`src/sv/lhw_pkg.sv`:
```
// package with shared types and constants for the link heartbeat watchdog
`default_nettype none

package lhw_pkg;

  typedef enum logic [1:0] {
    ACT_TICK        = 2'd0,
    ACT_FRAME_GREEN = 2'd1,
    ACT_FRAME_QUIET = 2'd2,
    ACT_ACK         = 2'd3
  } action_t;

  typedef enum logic {
    REG_HEARTBEAT = 1'b0,
    REG_TIMEOUT   = 1'b1
  } reg_index_t;

  localparam int unsigned HB_BITS = 22;
  localparam int unsigned TO_BITS = 16;
  localparam int unsigned CFG_BITS = 22;

  localparam logic [HB_BITS-1:0] HB_RESET = HB_BITS'(3333);
  localparam logic [TO_BITS-1:0] TO_RESET = TO_BITS'(10000);

  localparam int unsigned GREEN_PULSE     = 120;
  localparam int unsigned RED_STALE_PULSE = 50;
  localparam int unsigned RED_ACK_PULSE   = 150;
  localparam int unsigned STALE_PERIOD    = 1000;
  localparam int unsigned STALE_MIN       = 500;
  localparam int unsigned SPIN_INTERVAL   = 250;

endpackage

`default_nettype wire

```
`src/sv/link_heartbeat_watchdog_unit.sv`:
```
// link heartbeat watchdog: led pulse, stale blink, timeout and spinner logic
// an accepted input item passes through the input register and then the result register to the output
// throughput: one item per clock cycle while the output is taken, set by the single-pass state update
// the input register stalls only while the output register holds an untaken item
// reset (synchronous, active high) restores register defaults and watchdog state
`default_nettype none

module link_heartbeat_watchdog_unit #(
  parameter int unsigned TIME_BITS = 32
) (
  input  wire logic        clk,
  input  wire logic        rst,
  input  wire logic        s_axis_tvalid,
  output logic             s_axis_tready,
  input  wire logic [31:0] s_axis_tdata,   // now_ms[31:0]
  input  wire logic [1:0]  s_axis_tuser,   // action[1:0]
  output logic             m_axis_tvalid,
  input  wire logic        m_axis_tready,
  output logic [7:0]       m_axis_tdata,   // green_led, red_led, link_up, link_lost,
                                           // spinner_phase[1:0], zero pad[1:0]
  input  wire logic        cfg_we,
  input  wire logic        cfg_index,
  input  wire logic [lhw_pkg::CFG_BITS-1:0] cfg_data
);

  localparam int unsigned TB = TIME_BITS;
  localparam logic [TB-1:0] T_GREEN = TB'(lhw_pkg::GREEN_PULSE);
  localparam logic [TB-1:0] T_RED_STALE = TB'(lhw_pkg::RED_STALE_PULSE);
  localparam logic [TB-1:0] T_RED_ACK = TB'(lhw_pkg::RED_ACK_PULSE);
  localparam logic [TB-1:0] T_PERIOD = TB'(lhw_pkg::STALE_PERIOD);
  localparam logic [TB-1:0] T_SPIN = TB'(lhw_pkg::SPIN_INTERVAL);
  localparam logic [lhw_pkg::HB_BITS:0] THR_MIN = (lhw_pkg::HB_BITS + 1)'(lhw_pkg::STALE_MIN);

  // configuration
  logic [lhw_pkg::HB_BITS-1:0] heartbeat_interval;
  logic [lhw_pkg::TO_BITS-1:0] frame_timeout;

  always_ff @(posedge clk) begin
    if (rst) begin
      heartbeat_interval <= lhw_pkg::HB_RESET;
      frame_timeout      <= lhw_pkg::TO_RESET;
    end else if (cfg_we) begin
      unique case (lhw_pkg::reg_index_t'(cfg_index))
        lhw_pkg::REG_HEARTBEAT: heartbeat_interval <= cfg_data[lhw_pkg::HB_BITS-1:0];
        lhw_pkg::REG_TIMEOUT:   frame_timeout <= cfg_data[lhw_pkg::TO_BITS-1:0];
        default: ;
      endcase
    end
  end

  // input register
  logic              in_valid;
  lhw_pkg::action_t  in_action;
  logic [31:0]       in_now;
  logic              advance;
  logic              step;

  assign advance       = !m_axis_tvalid || m_axis_tready;
  assign step          = in_valid && advance;
  assign s_axis_tready = !in_valid || advance;

  always_ff @(posedge clk) begin
    if (rst) begin
      in_valid <= 1'b0;
    end else if (s_axis_tready) begin
      in_valid <= s_axis_tvalid;
    end
  end

  always_ff @(posedge clk) begin
    if (s_axis_tready && s_axis_tvalid) begin
      in_action <= lhw_pkg::action_t'(s_axis_tuser);
      in_now    <= s_axis_tdata;
    end
  end

  // watchdog state
  logic          link_alive, link_alive_next;
  logic [TB-1:0] last_frame_time, last_frame_time_next;
  logic [TB-1:0] last_spin_time, last_spin_time_next;
  logic [1:0]    spin_count, spin_count_next;
  logic [TB-1:0] green_expiry, green_expiry_next;
  logic [TB-1:0] red_expiry, red_expiry_next;
  logic [TB-1:0] next_stale_blink, next_stale_blink_next;
  logic          green_level, green_level_next;
  logic          red_level, red_level_next;
  logic          lost_next;

  function automatic logic reached(input logic [TB-1:0] now, input logic [TB-1:0] t);
    logic [TB-1:0] diff;
    diff = now - t;
    return !diff[TB-1];
  endfunction

  function automatic logic [TB-1:0] pulse_end(input logic [TB-1:0] now,
                                              input logic [TB-1:0] dur,
                                              input logic [TB-1:0] cur);
    logic [TB-1:0] e;
    e = now + dur;
    if (e < now) e = now;
    if (e < cur) e = cur;
    return e;
  endfunction

  logic [TB-1:0]                now;
  logic [TB-1:0]                since;
  logic [TB-1:0]                timeout_ext;
  logic [lhw_pkg::HB_BITS:0]    thr_wide;
  logic [lhw_pkg::TO_BITS-1:0]  thr;
  logic [TB-1:0]                thr_ext;

  assign now         = TB'(in_now);
  assign since       = now - last_frame_time;
  assign timeout_ext = TB'(frame_timeout);

  always_comb begin
    thr_wide = {heartbeat_interval, 1'b0};
    if (thr_wide < THR_MIN) thr_wide = THR_MIN;
    if (thr_wide > (lhw_pkg::HB_BITS + 1)'(frame_timeout)) begin
      thr = frame_timeout;
    end else begin
      thr = thr_wide[lhw_pkg::TO_BITS-1:0];
    end
  end

  assign thr_ext = TB'(thr);

  always_comb begin
    link_alive_next       = link_alive;
    last_frame_time_next  = last_frame_time;
    last_spin_time_next   = last_spin_time;
    spin_count_next       = spin_count;
    green_expiry_next     = green_expiry;
    red_expiry_next       = red_expiry;
    next_stale_blink_next = next_stale_blink;
    green_level_next      = green_level;
    red_level_next        = red_level;
    lost_next             = 1'b0;

    unique case (in_action)
      lhw_pkg::ACT_TICK: begin
        if (link_alive) begin
          if (since > timeout_ext) begin
            link_alive_next       = 1'b0;
            spin_count_next       = 2'd0;
            last_spin_time_next   = now;
            green_expiry_next     = '0;
            red_expiry_next       = '0;
            green_level_next      = 1'b0;
            red_level_next        = 1'b0;
            next_stale_blink_next = now + T_PERIOD;
            lost_next             = 1'b1;
          end
        end else if ((now - last_spin_time) >= T_SPIN) begin
          spin_count_next     = spin_count + 2'd1;
          last_spin_time_next = now;
        end

        // pulse expiry
        if (green_expiry_next != '0 && reached(now, green_expiry_next)) begin
          green_expiry_next = '0;
          green_level_next  = 1'b0;
        end
        if (red_expiry_next != '0 && reached(now, red_expiry_next)) begin
          red_expiry_next = '0;
          red_level_next  = 1'b0;
        end

        if (link_alive_next) begin
          if (since >= thr_ext && since < timeout_ext) begin
            if (next_stale_blink_next == '0 || reached(now, next_stale_blink_next)) begin
              red_expiry_next       = pulse_end(now, T_RED_STALE, red_expiry_next);
              red_level_next        = 1'b1;
              next_stale_blink_next = now + T_PERIOD;
            end
          end else begin
            next_stale_blink_next = now + T_PERIOD;
            if (red_expiry_next == '0) red_level_next = 1'b0;
          end
        end else begin
          next_stale_blink_next = now + T_PERIOD;
          if (red_expiry_next == '0) red_level_next = !spin_count_next[0];
          if (green_expiry_next == '0) green_level_next = 1'b0;
        end
      end
      lhw_pkg::ACT_FRAME_GREEN, lhw_pkg::ACT_FRAME_QUIET: begin
        link_alive_next       = 1'b1;
        last_frame_time_next  = now;
        spin_count_next       = 2'd0;
        last_spin_time_next   = now;
        next_stale_blink_next = now + T_PERIOD;
        if (in_action == lhw_pkg::ACT_FRAME_GREEN) begin
          green_expiry_next = pulse_end(now, T_GREEN, green_expiry);
          green_level_next  = 1'b1;
        end
        if (red_expiry == '0) red_level_next = 1'b0;
      end
      lhw_pkg::ACT_ACK: begin
        red_expiry_next       = pulse_end(now, T_RED_ACK, red_expiry);
        red_level_next        = 1'b1;
        next_stale_blink_next = now + T_PERIOD;
      end
      default: ;
    endcase
  end

  always_ff @(posedge clk) begin
    if (rst) begin
      link_alive       <= 1'b0;
      last_frame_time  <= '0;
      last_spin_time   <= '0;
      spin_count       <= 2'd0;
      green_expiry     <= '0;
      red_expiry       <= '0;
      next_stale_blink <= T_PERIOD;
      green_level      <= 1'b0;
      red_level        <= 1'b0;
    end else if (step) begin
      link_alive       <= link_alive_next;
      last_frame_time  <= last_frame_time_next;
      last_spin_time   <= last_spin_time_next;
      spin_count       <= spin_count_next;
      green_expiry     <= green_expiry_next;
      red_expiry       <= red_expiry_next;
      next_stale_blink <= next_stale_blink_next;
      green_level      <= green_level_next;
      red_level        <= red_level_next;
    end
  end

  // result register
  always_ff @(posedge clk) begin
    if (rst) begin
      m_axis_tvalid <= 1'b0;
    end else if (advance) begin
      m_axis_tvalid <= in_valid;
    end
  end

  always_ff @(posedge clk) begin
    if (step) begin
      m_axis_tdata <= {2'b00, spin_count_next, lost_next, link_alive_next,
                       red_level_next, green_level_next};
    end
  end

endmodule

`default_nettype wire
```
`config.mk`:
```
export PLATFORM = sky130hd
export DESIGN_NAME = link_heartbeat_watchdog_unit
export DESIGN_NICKNAME = d
export VERILOG_FILES = /design/src/sv/lhw_pkg.sv /design/src/sv/link_heartbeat_watchdog_unit.sv
export SDC_FILE = /design/constraint.sdc
export NUM_CORES = 1
export LEC_CHECK = 0
export BUFFER_PORTS_ARGS = -buffer_cell sky130_fd_sc_hd__clkbuf_2
export CAP_MARGIN = 5
export CORE_ASPECT_RATIO = 1.1
export CORE_UTILIZATION = 50
export CTS_BUF_LIST = sky130_fd_sc_hd__clkbuf_4 sky130_fd_sc_hd__clkbuf_8
export DETAILED_ROUTE_END_ITERATION = 10
export PLACE_DENSITY = 0.65
export SETUP_SLACK_MARGIN = 0.02
export SYNTH_ARGS = -nofsm -noshare
export SYNTH_HDL_FRONTEND = slang
export SYNTH_SLANG_ARGS = --single-unit
export TNS_END_PERCENT = 100
```
`constraint.sdc`:
```
create_clock -name clk -period 10.78 [get_ports clk]
set_input_delay 0.539 -clock clk [delete_from_list [all_inputs] [get_ports clk]]
set_output_delay 0.539 -clock clk [all_outputs]
set_load 0.02 [all_outputs]
```
Word-level counts from Yosys, hierarchy flattened
Cells that the tools add are included.
{ "totals": {"regBits": 245} }
{ "op_classes": {"muxes": 69, "n_reduce_logical": 32, "eq_ne": 8, "n_bitwise": 1, "addsub": 10, "magnitude_cmp": 12} }
{ "ops": {"columns": ["op", "n"], "rows": [
  ["2-to-1 mux 32 bit", 36],
  ["case mux 32 bit (2 select lines)", 4],
  ["< comparator 32 bit", 6],
  ["subtractor 32 bit", 5],
  ["zero test 32 bit", 4],
  ["nonzero test 32 bit", 2],
  ["adder 32 x 10 -> 32 bit, second input constant", 1],
  ["adder 32 x 6 -> 32 bit, second input constant", 1],
  ["adder 32 x 7 -> 32 bit, second input constant", 1],
  ["adder 32 x 8 -> 32 bit, second input constant", 1],
  [">= comparator 32 x 16 -> 1 bit", 1],
  [">= comparator 32 x 8 -> 1 bit, second input constant", 1],
  ["> comparator 32 x 16 -> 1 bit", 1],
  ["< comparator 32 x 16 -> 1 bit", 1],
  ["> comparator 23 x 16 -> 1 bit", 1],
  ["< comparator 23 x 9 -> 1 bit, second input constant", 1],
  ["2-to-1 mux 23 bit", 1],
  ["2-to-1 mux 1 bit", 19],
  ["2-to-1 mux 16 bit", 1],
  ["2-to-1 mux 2 bit", 4],
  ["AND reduction 2 bit", 4],
  ["AND reduction 4 bit", 2],
  ["zero test 1 bit", 6],
  ["inequality test 2 bit, second input constant", 3],
  ["other kinds (15)", 25]
]} }

Depth between registers and ports, before layout
{ "depth": {"word_depth": 18, "depth_mapped": 48, "mapped_depth_nobuf": 43} }

Worst setup path before layout
No wires, ideal clock.
{ "synth_path": {"path_type": "reg2reg", "from": "register in_now[1]", "to": "register red_expiry[0]", "setup_slack_ns": 0.510, "arrival_ns": 10.199, "stages_incl_launch_ff": 47, "path_buffers": 5, "t_required_ns": 10.710, "path_cell_list": "edfxtp_1 inv_1 fa_1 nand2b_1 a21oi_1 o21ai_1 a21oi_1 nor2_1 xnor2_1 ha_1 nand4_1 nor2_1 a221o_1 inv_1 a31oi_1 o41ai_4 clkbuf_1 clkbuf_1 (+11 left out) a211oi_1 clkbuf_1 nand2_1 ha_1 a21o_1 a21o_1 a21o_1 a21o_1 a21oi_1 o21ai_0 or3_1 o41ai_1 a2111oi_2 nor2b_1 buf_2 buf_6 or3b_1 a21oi_1"} }
{ "synth_via": {"elab_chain_len": 16, "elab_cells_between_ends": 46, "classes_between": "6 x add/sub; 7 x order compare; 1 x eq/ne; 24 x mux; 8 x reduce/logical"} }
{ "synth_rtl": {"columns": ["element", "line_no", "rtl"], "rows": [
  ["start: declaration", "link_heartbeat_watchdog_unit.sv:54", "logic [31:0] in_now;"],
  ["start signal: assignment", "link_heartbeat_watchdog_unit.sv:73", "in_now <= s_axis_tdata;"],
  ["subtractor 32 bit", "link_heartbeat_watchdog_unit.sv:113", "assign since = now - last_frame_time;"],
  ["> comparator 32 x 16 -> 1 bit", "link_heartbeat_watchdog_unit.sv:143", "if (since > timeout_ext) begin"],
  ["2-to-1 mux 32 bit", "link_heartbeat_watchdog_unit.sv:143", null],
  ["2-to-1 mux 32 bit", "link_heartbeat_watchdog_unit.sv:142", "if (link_alive) begin"],
  ["2-to-1 mux 32 bit", "link_heartbeat_watchdog_unit.sv:140", "unique case (in_action)"],
  ["subtractor 32 bit", "link_heartbeat_watchdog_unit.sv:91", "diff = now - t;"],
  ["zero test 1 bit", "link_heartbeat_watchdog_unit.sv:92", "return !diff[TB-1];"],
  ["logical AND 1 bit", "link_heartbeat_watchdog_unit.sv:164", "if (red_expiry_next != '0 && reached(now, red_expiry_next)) begin"],
  ["2-to-1 mux 32 bit", "link_heartbeat_watchdog_unit.sv:164", null],
  ["2-to-1 mux 32 bit", "link_heartbeat_watchdog_unit.sv:140", null],
  ["< comparator 32 bit", "link_heartbeat_watchdog_unit.sv:101", "if (e < cur) e = cur;"],
  ["2-to-1 mux 32 bit", "link_heartbeat_watchdog_unit.sv:101", null],
  ["2-to-1 mux 32 bit", "link_heartbeat_watchdog_unit.sv:171", "if (next_stale_blink_next == '0 || reached(now, next_stale_blink_next)) begin"],
  ["2-to-1 mux 32 bit", "link_heartbeat_watchdog_unit.sv:170", "if (since >= thr_ext && since < timeout_ext) begin"],
  ["2-to-1 mux 32 bit", "link_heartbeat_watchdog_unit.sv:169", "if (link_alive_next) begin"],
  ["case mux 32 bit (2 select lines)", "link_heartbeat_watchdog_unit.sv:140", null],
  ["end signal: assignment", "link_heartbeat_watchdog_unit.sv:224", "red_expiry <= red_expiry_next;"],
  ["end: declaration", "link_heartbeat_watchdog_unit.sv:83", "logic [TB-1:0] red_expiry, red_expiry_next;"]
]} }
Several ways; a longest one is shown, not always the timed one. The select of a mux whose other input is x is not followed.
A chain may end at the register's enable or synchronous reset.

Final worst setup path
{ "layout_path": {"from": "register in_now[6]", "to": "register red_expiry[25]"} }
Same word-level chain as after synthesis.

==> results.txt <==
The headroom to the max-slew limit came out at 16.4%. The slew at the pin closest to its max-slew limit is 1.25 ns. The count of synthesis-stage warnings from yosys is 0.

Data on the critical path is required at its endpoint by 11.31 ns. Yosys mapped a number of flops with a built-in enable equal to 40. The met3 track utilization from global routing came out at 6.51%. The post-layout utilization of the core came out at 55.3%.

The clock network latency to the later pin of the worst-skew pair is 0.66 ns. The endpoint identified for the worst register-to-register timing path is red_expiry[25]. The effective utilization at floorplan is 50.7%. The highest attainable clock frequency is 99.0 MHz. The internal power contribution is 1.92 mW. The row count came out at 84. The met1 usage in global routing is 46.7%.

The final antenna-violating net count is 0. The largest buffer count on any clock path is 3. The final period utilization came out at 93.7%. The register-to-register setup slack is 0.68 ns.

The tree built by TritonCTS fans out to 245 sinks. The cell seen most often among critical-path stages is sky130_fd_sc_hd__a21o_1. The worst setup path is launched from a register. Of the total power, the share spent switching nets is 35.6%. The final HPWL from detailed placement came out at 65100 microns.

The root buffer selected by CTS is sky130_fd_sc_hd__clkbuf_8. The final-stage net count came out at 3625. The count of port buffers added during placement is 69. The count of hold buffers inserted by post-cts repair is 0. The overall power came out at 2.98 mW. The via density per instance came out at 6.24. The total power density per cell area came out at 113 nW/um^2. The first detailed-routing pass ran for 5 iterations. The part of the total power dissipated in the clock network came out at 35.4%. STA classifies the critical path endpoint as a register. IR analysis of the VDD net gives a maximum drop of 0.0993 mV. The detailed router finished its first iteration with 2308 violations. The layout filler cell count is 4554. Counting flops with an async set or reset pin after synthesis yields a share of 0%.

The combinational cell fraction of total power came out at 30.9%. The worst-path maximum fanout came out at 26. The chip width came out at 212 microns. The run finished with clean final reports. On the worst path, the slowest cell contributes a delay of 0.55 ns. The most congested layer reported by global routing is met2. The synthesized area per cell is 7.61 sq um.

The aggregate negative setup slack is 0 ns. The aggregate global routing overflow is 0. The overall routed net length came out at 85800 microns. The library cell used most frequently in the layout, excluding fill and tap cells, is sky130_fd_sc_hd__nand2_1. The post-synthesis sequential area ratio came out at 21.9%. The via count of the first global-routing pass came out at 23.2k. Grouping stages by cell kind, the critical path spends the most delay in compound AO/OA/AOI/OAI gates. The max-slew violation total from the final report is 0. The gate count after technology mapping is 3187. The clock-pin slew on the worst setup and hold paths is 0.06 ns. The final critical-path required period came out at 10.10 ns.

The chip height came out at 233 microns. Synthesis inferred 245 register bits. The logic depth of the worst setup path including buffers is 44. The total CTS buffers came out at 48. The total I/O pin count is 72.

The first-pass GRT wire length came out at 132000 microns. The total of max-cap violations came out at 0. For the final database, setup skew stands at 0.0494 ns. The class of the most critical setup path is register to register. The relative contribution of sequential cells to total power came out at 33.7%. The ratio of cells with drive above 1 in the final layout is 8.58%. The number of endpoints failing setup at the final stage came out at 0. The net switching power of the design is 1.06 mW. The start point of the worst hold path is s_axis_tdata[9]. The count of final hold-check violations came out at 0.

The remaining design rule violation count came out at 0. For this block, the via count after detailed routing is 24.3k. The type of the most critical hold path is input port to register. The core region is 47800 sq um. The number of H-tree levels came out at 2. The static leakage is 10.4 nW. The pin count of the biggest net entering global routing is 87. The all-layer global routing usage came out at 34.5%. The die covers 49400 sq um. The cell depth of the worst min-delay path is 1. The area growth from synthesis to final layout came out at 9.04%.

The end of the worst hold path is in_now[9]. Data arrives at the worst endpoint at 10.63 ns. The final weighted congestion of routability-driven global placement came out at 0.981. The synthesized netlist contains 93 unique library cells.

The post-synthesis instance area is 24300 sq um. TritonCTS built the clock tree. For this design, the slowest cell found on the critical path is sky130_fd_sc_hd__or4_1.

Measured in cells, the most critical reg-to-reg path has a length of 44. The mean routed wirelength per cell is 22.0 microns. The most used flip-flop cell after synthesis is sky130_fd_sc_hd__dfxtp_1. The global routing usage on met2 came out at 53.5%.

The number of antenna violations at the first check in global routing is 4. Counting both buffers and inverters, the worst setup path holds a total of 4. Setup repair after global routing left no endpoint under its margin. The library cells used most frequently in the layout, excluding fill and tap cells, are sky130_fd_sc_hd__nand2_1, sky130_fd_sc_hd__ha_1, sky130_fd_sc_hd__nor2_1, sky130_fd_sc_hd__a21oi_1, sky130_fd_sc_hd__inv_1.

The worst register-to-register path begins at in_now[6].
[power by group through the flow]
stage,combinational (mW),sequential (mW),clock [mW]
floorplan,0.622,1.02,0
global placement,0.869,1.02,0
detailed placement,0.891,1.02,0
CTS,0.903,1.00,1.07
global route,1.01,1.01,1.12
finish,0.921,1.00,1.05
[worst reg2reg max path, delay by kind of cell, from the launching register on]
kind            cells  cell delay (ns)
compound gates     23             4.67
xor+xnor            1             0.30
fa+ha+maj           4             1.36
buf+inv             4             0.72
flops               1             0.42
simple gates       12             2.49
[synthesized netlist by cell type (15+ instances only)]
library cell | n | area share [%]
sky130_fd_sc_hd__and2_1 | 29 | 0.75
sky130_fd_sc_hd__nor2_1 | 252 | 3.9
sky130_fd_sc_hd__nor4_1 | 47 | 1.2
sky130_fd_sc_hd__dfxtp_1 | 205 | 17
sky130_fd_sc_hd__nand2_1 | 429 | 6.6
sky130_fd_sc_hd__nor2b_1 | 35 | 0.90
sky130_fd_sc_hd__buf_2 | 15 | 0.31
sky130_fd_sc_hd__buf_1 | 16 | 0.25
sky130_fd_sc_hd__xor2_1 | 52 | 1.9
sky130_fd_sc_hd__o21a_1 | 31 | 0.96
sky130_fd_sc_hd__and3_1 | 23 | 0.59
sky130_fd_sc_hd__or3_1 | 21 | 0.54
sky130_fd_sc_hd__inv_1 | 225 | 3.5
sky130_fd_sc_hd__nand2b_1 | 36 | 0.93
sky130_fd_sc_hd__o211ai_1 | 18 | 0.56
sky130_fd_sc_hd__nand3_1 | 54 | 1.1
sky130_fd_sc_hd__a31oi_1 | 28 | 0.72
sky130_fd_sc_hd__mux2i_1 | 112 | 4.6
sky130_fd_sc_hd__o21ai_0 | 160 | 3.3
sky130_fd_sc_hd__ha_1 | 346 | 18
sky130_fd_sc_hd__clkbuf_1 | 122 | 1.9
sky130_fd_sc_hd__a21o_1 | 98 | 3.0
sky130_fd_sc_hd__nor3_1 | 73 | 1.5
sky130_fd_sc_hd__a211oi_1 | 40 | 1.2
sky130_fd_sc_hd__xnor2_1 | 108 | 3.9
sky130_fd_sc_hd__edfxtp_1 | 40 | 5.0
sky130_fd_sc_hd__nand4_1 | 78 | 2.0
sky130_fd_sc_hd__a21oi_1 | 242 | 5.0
sky130_fd_sc_hd__a22oi_1 | 23 | 0.71
[layer usage]
metal | share of wire (%) | vias up
li1 | - | 11500
met1 | 43 | 11500
met2 | 44 | 1089
met3 | 9.0 | 228
met4 | 4.0 | 0
met5 | 0 | -
[layout make-up]
cell class	count	area [sq um]	share of cell area, %
clock inverter	19	208	0.785
timing repair buffer	135	868	3.28
tap	645	807	3.05
sequential	245	5310	20.1
antenna	2	5.00	0.0189
multi-input combinational	2559	17600	66.4
clock buffer	68	836	3.16
inverter	226	848	3.21
[stage by stage]
stage	cell area (sq um)	std cells	setup WS, ns	hold WS, ns
2_1_floorplan	24300	3188	0.510	0.431
3_3_place_gp	25300	3804	0.337	0.437
3_5_place_dp	25300	3804	0.0120	0.446
4_1_cts	26400	3894	0.345	0.0113
5_1_grt	26500	3898	0.0255	0.0182
6_report	26500	3899	0.677	0.0533
[logic make-up (layout without fill, tap and decap cells)]
logic type / Yosys count / count (layout) / synth area share (%)
compound gates: 790 / 790 / 21.0
xor+xnor: 160 / 160 / 5.78
fa+ha+maj: 348 / 348 / 18.0
buf+inv: 384 / 448 / 6.09
flops: 245 / 245 / 21.9
mux: 129 / 129 / 5.42
other cells: 1 / 4 / 0.0155
simple gates: 1130 / 1130 / 21.8
[sequential cells by signal (all words and copies together) (netlist names)]
signal              count
red_expiry             32
in_now                 32
green_level             1
m_axis_tdata            6
link_alive              1
last_frame_time        32
next_stale_blink       32
red_level               1
m_axis_tvalid           1
green_expiry           32
last_spin_time         32
in_action               2
in_valid                1
frame_timeout          16
spin_count              2
heartbeat_interval     22
[worst max-delay path by stage]
stage	startpoint	end	slack, ns
3_5_place_dp	in_now[0]	red_expiry[7]	0.01
5_1_grt	in_now[6]	red_expiry[21]	0.03
6_report	in_now[6]	red_expiry[25]	0.68
3_3_place_gp	in_now[0]	red_expiry[25]	0.34
4_1_cts	in_now[0]	red_expiry[17]	0.35
2_1_floorplan	in_now[1]	red_expiry[0]	0.51
[timing repair]
item	CTS	global route
pin swaps	1	0
cloned	0	0
setup endpoints to repair	18	26
gates resized for setup	0	4
buffers inserted	3	3
Power figures use the tool's default switching activity.
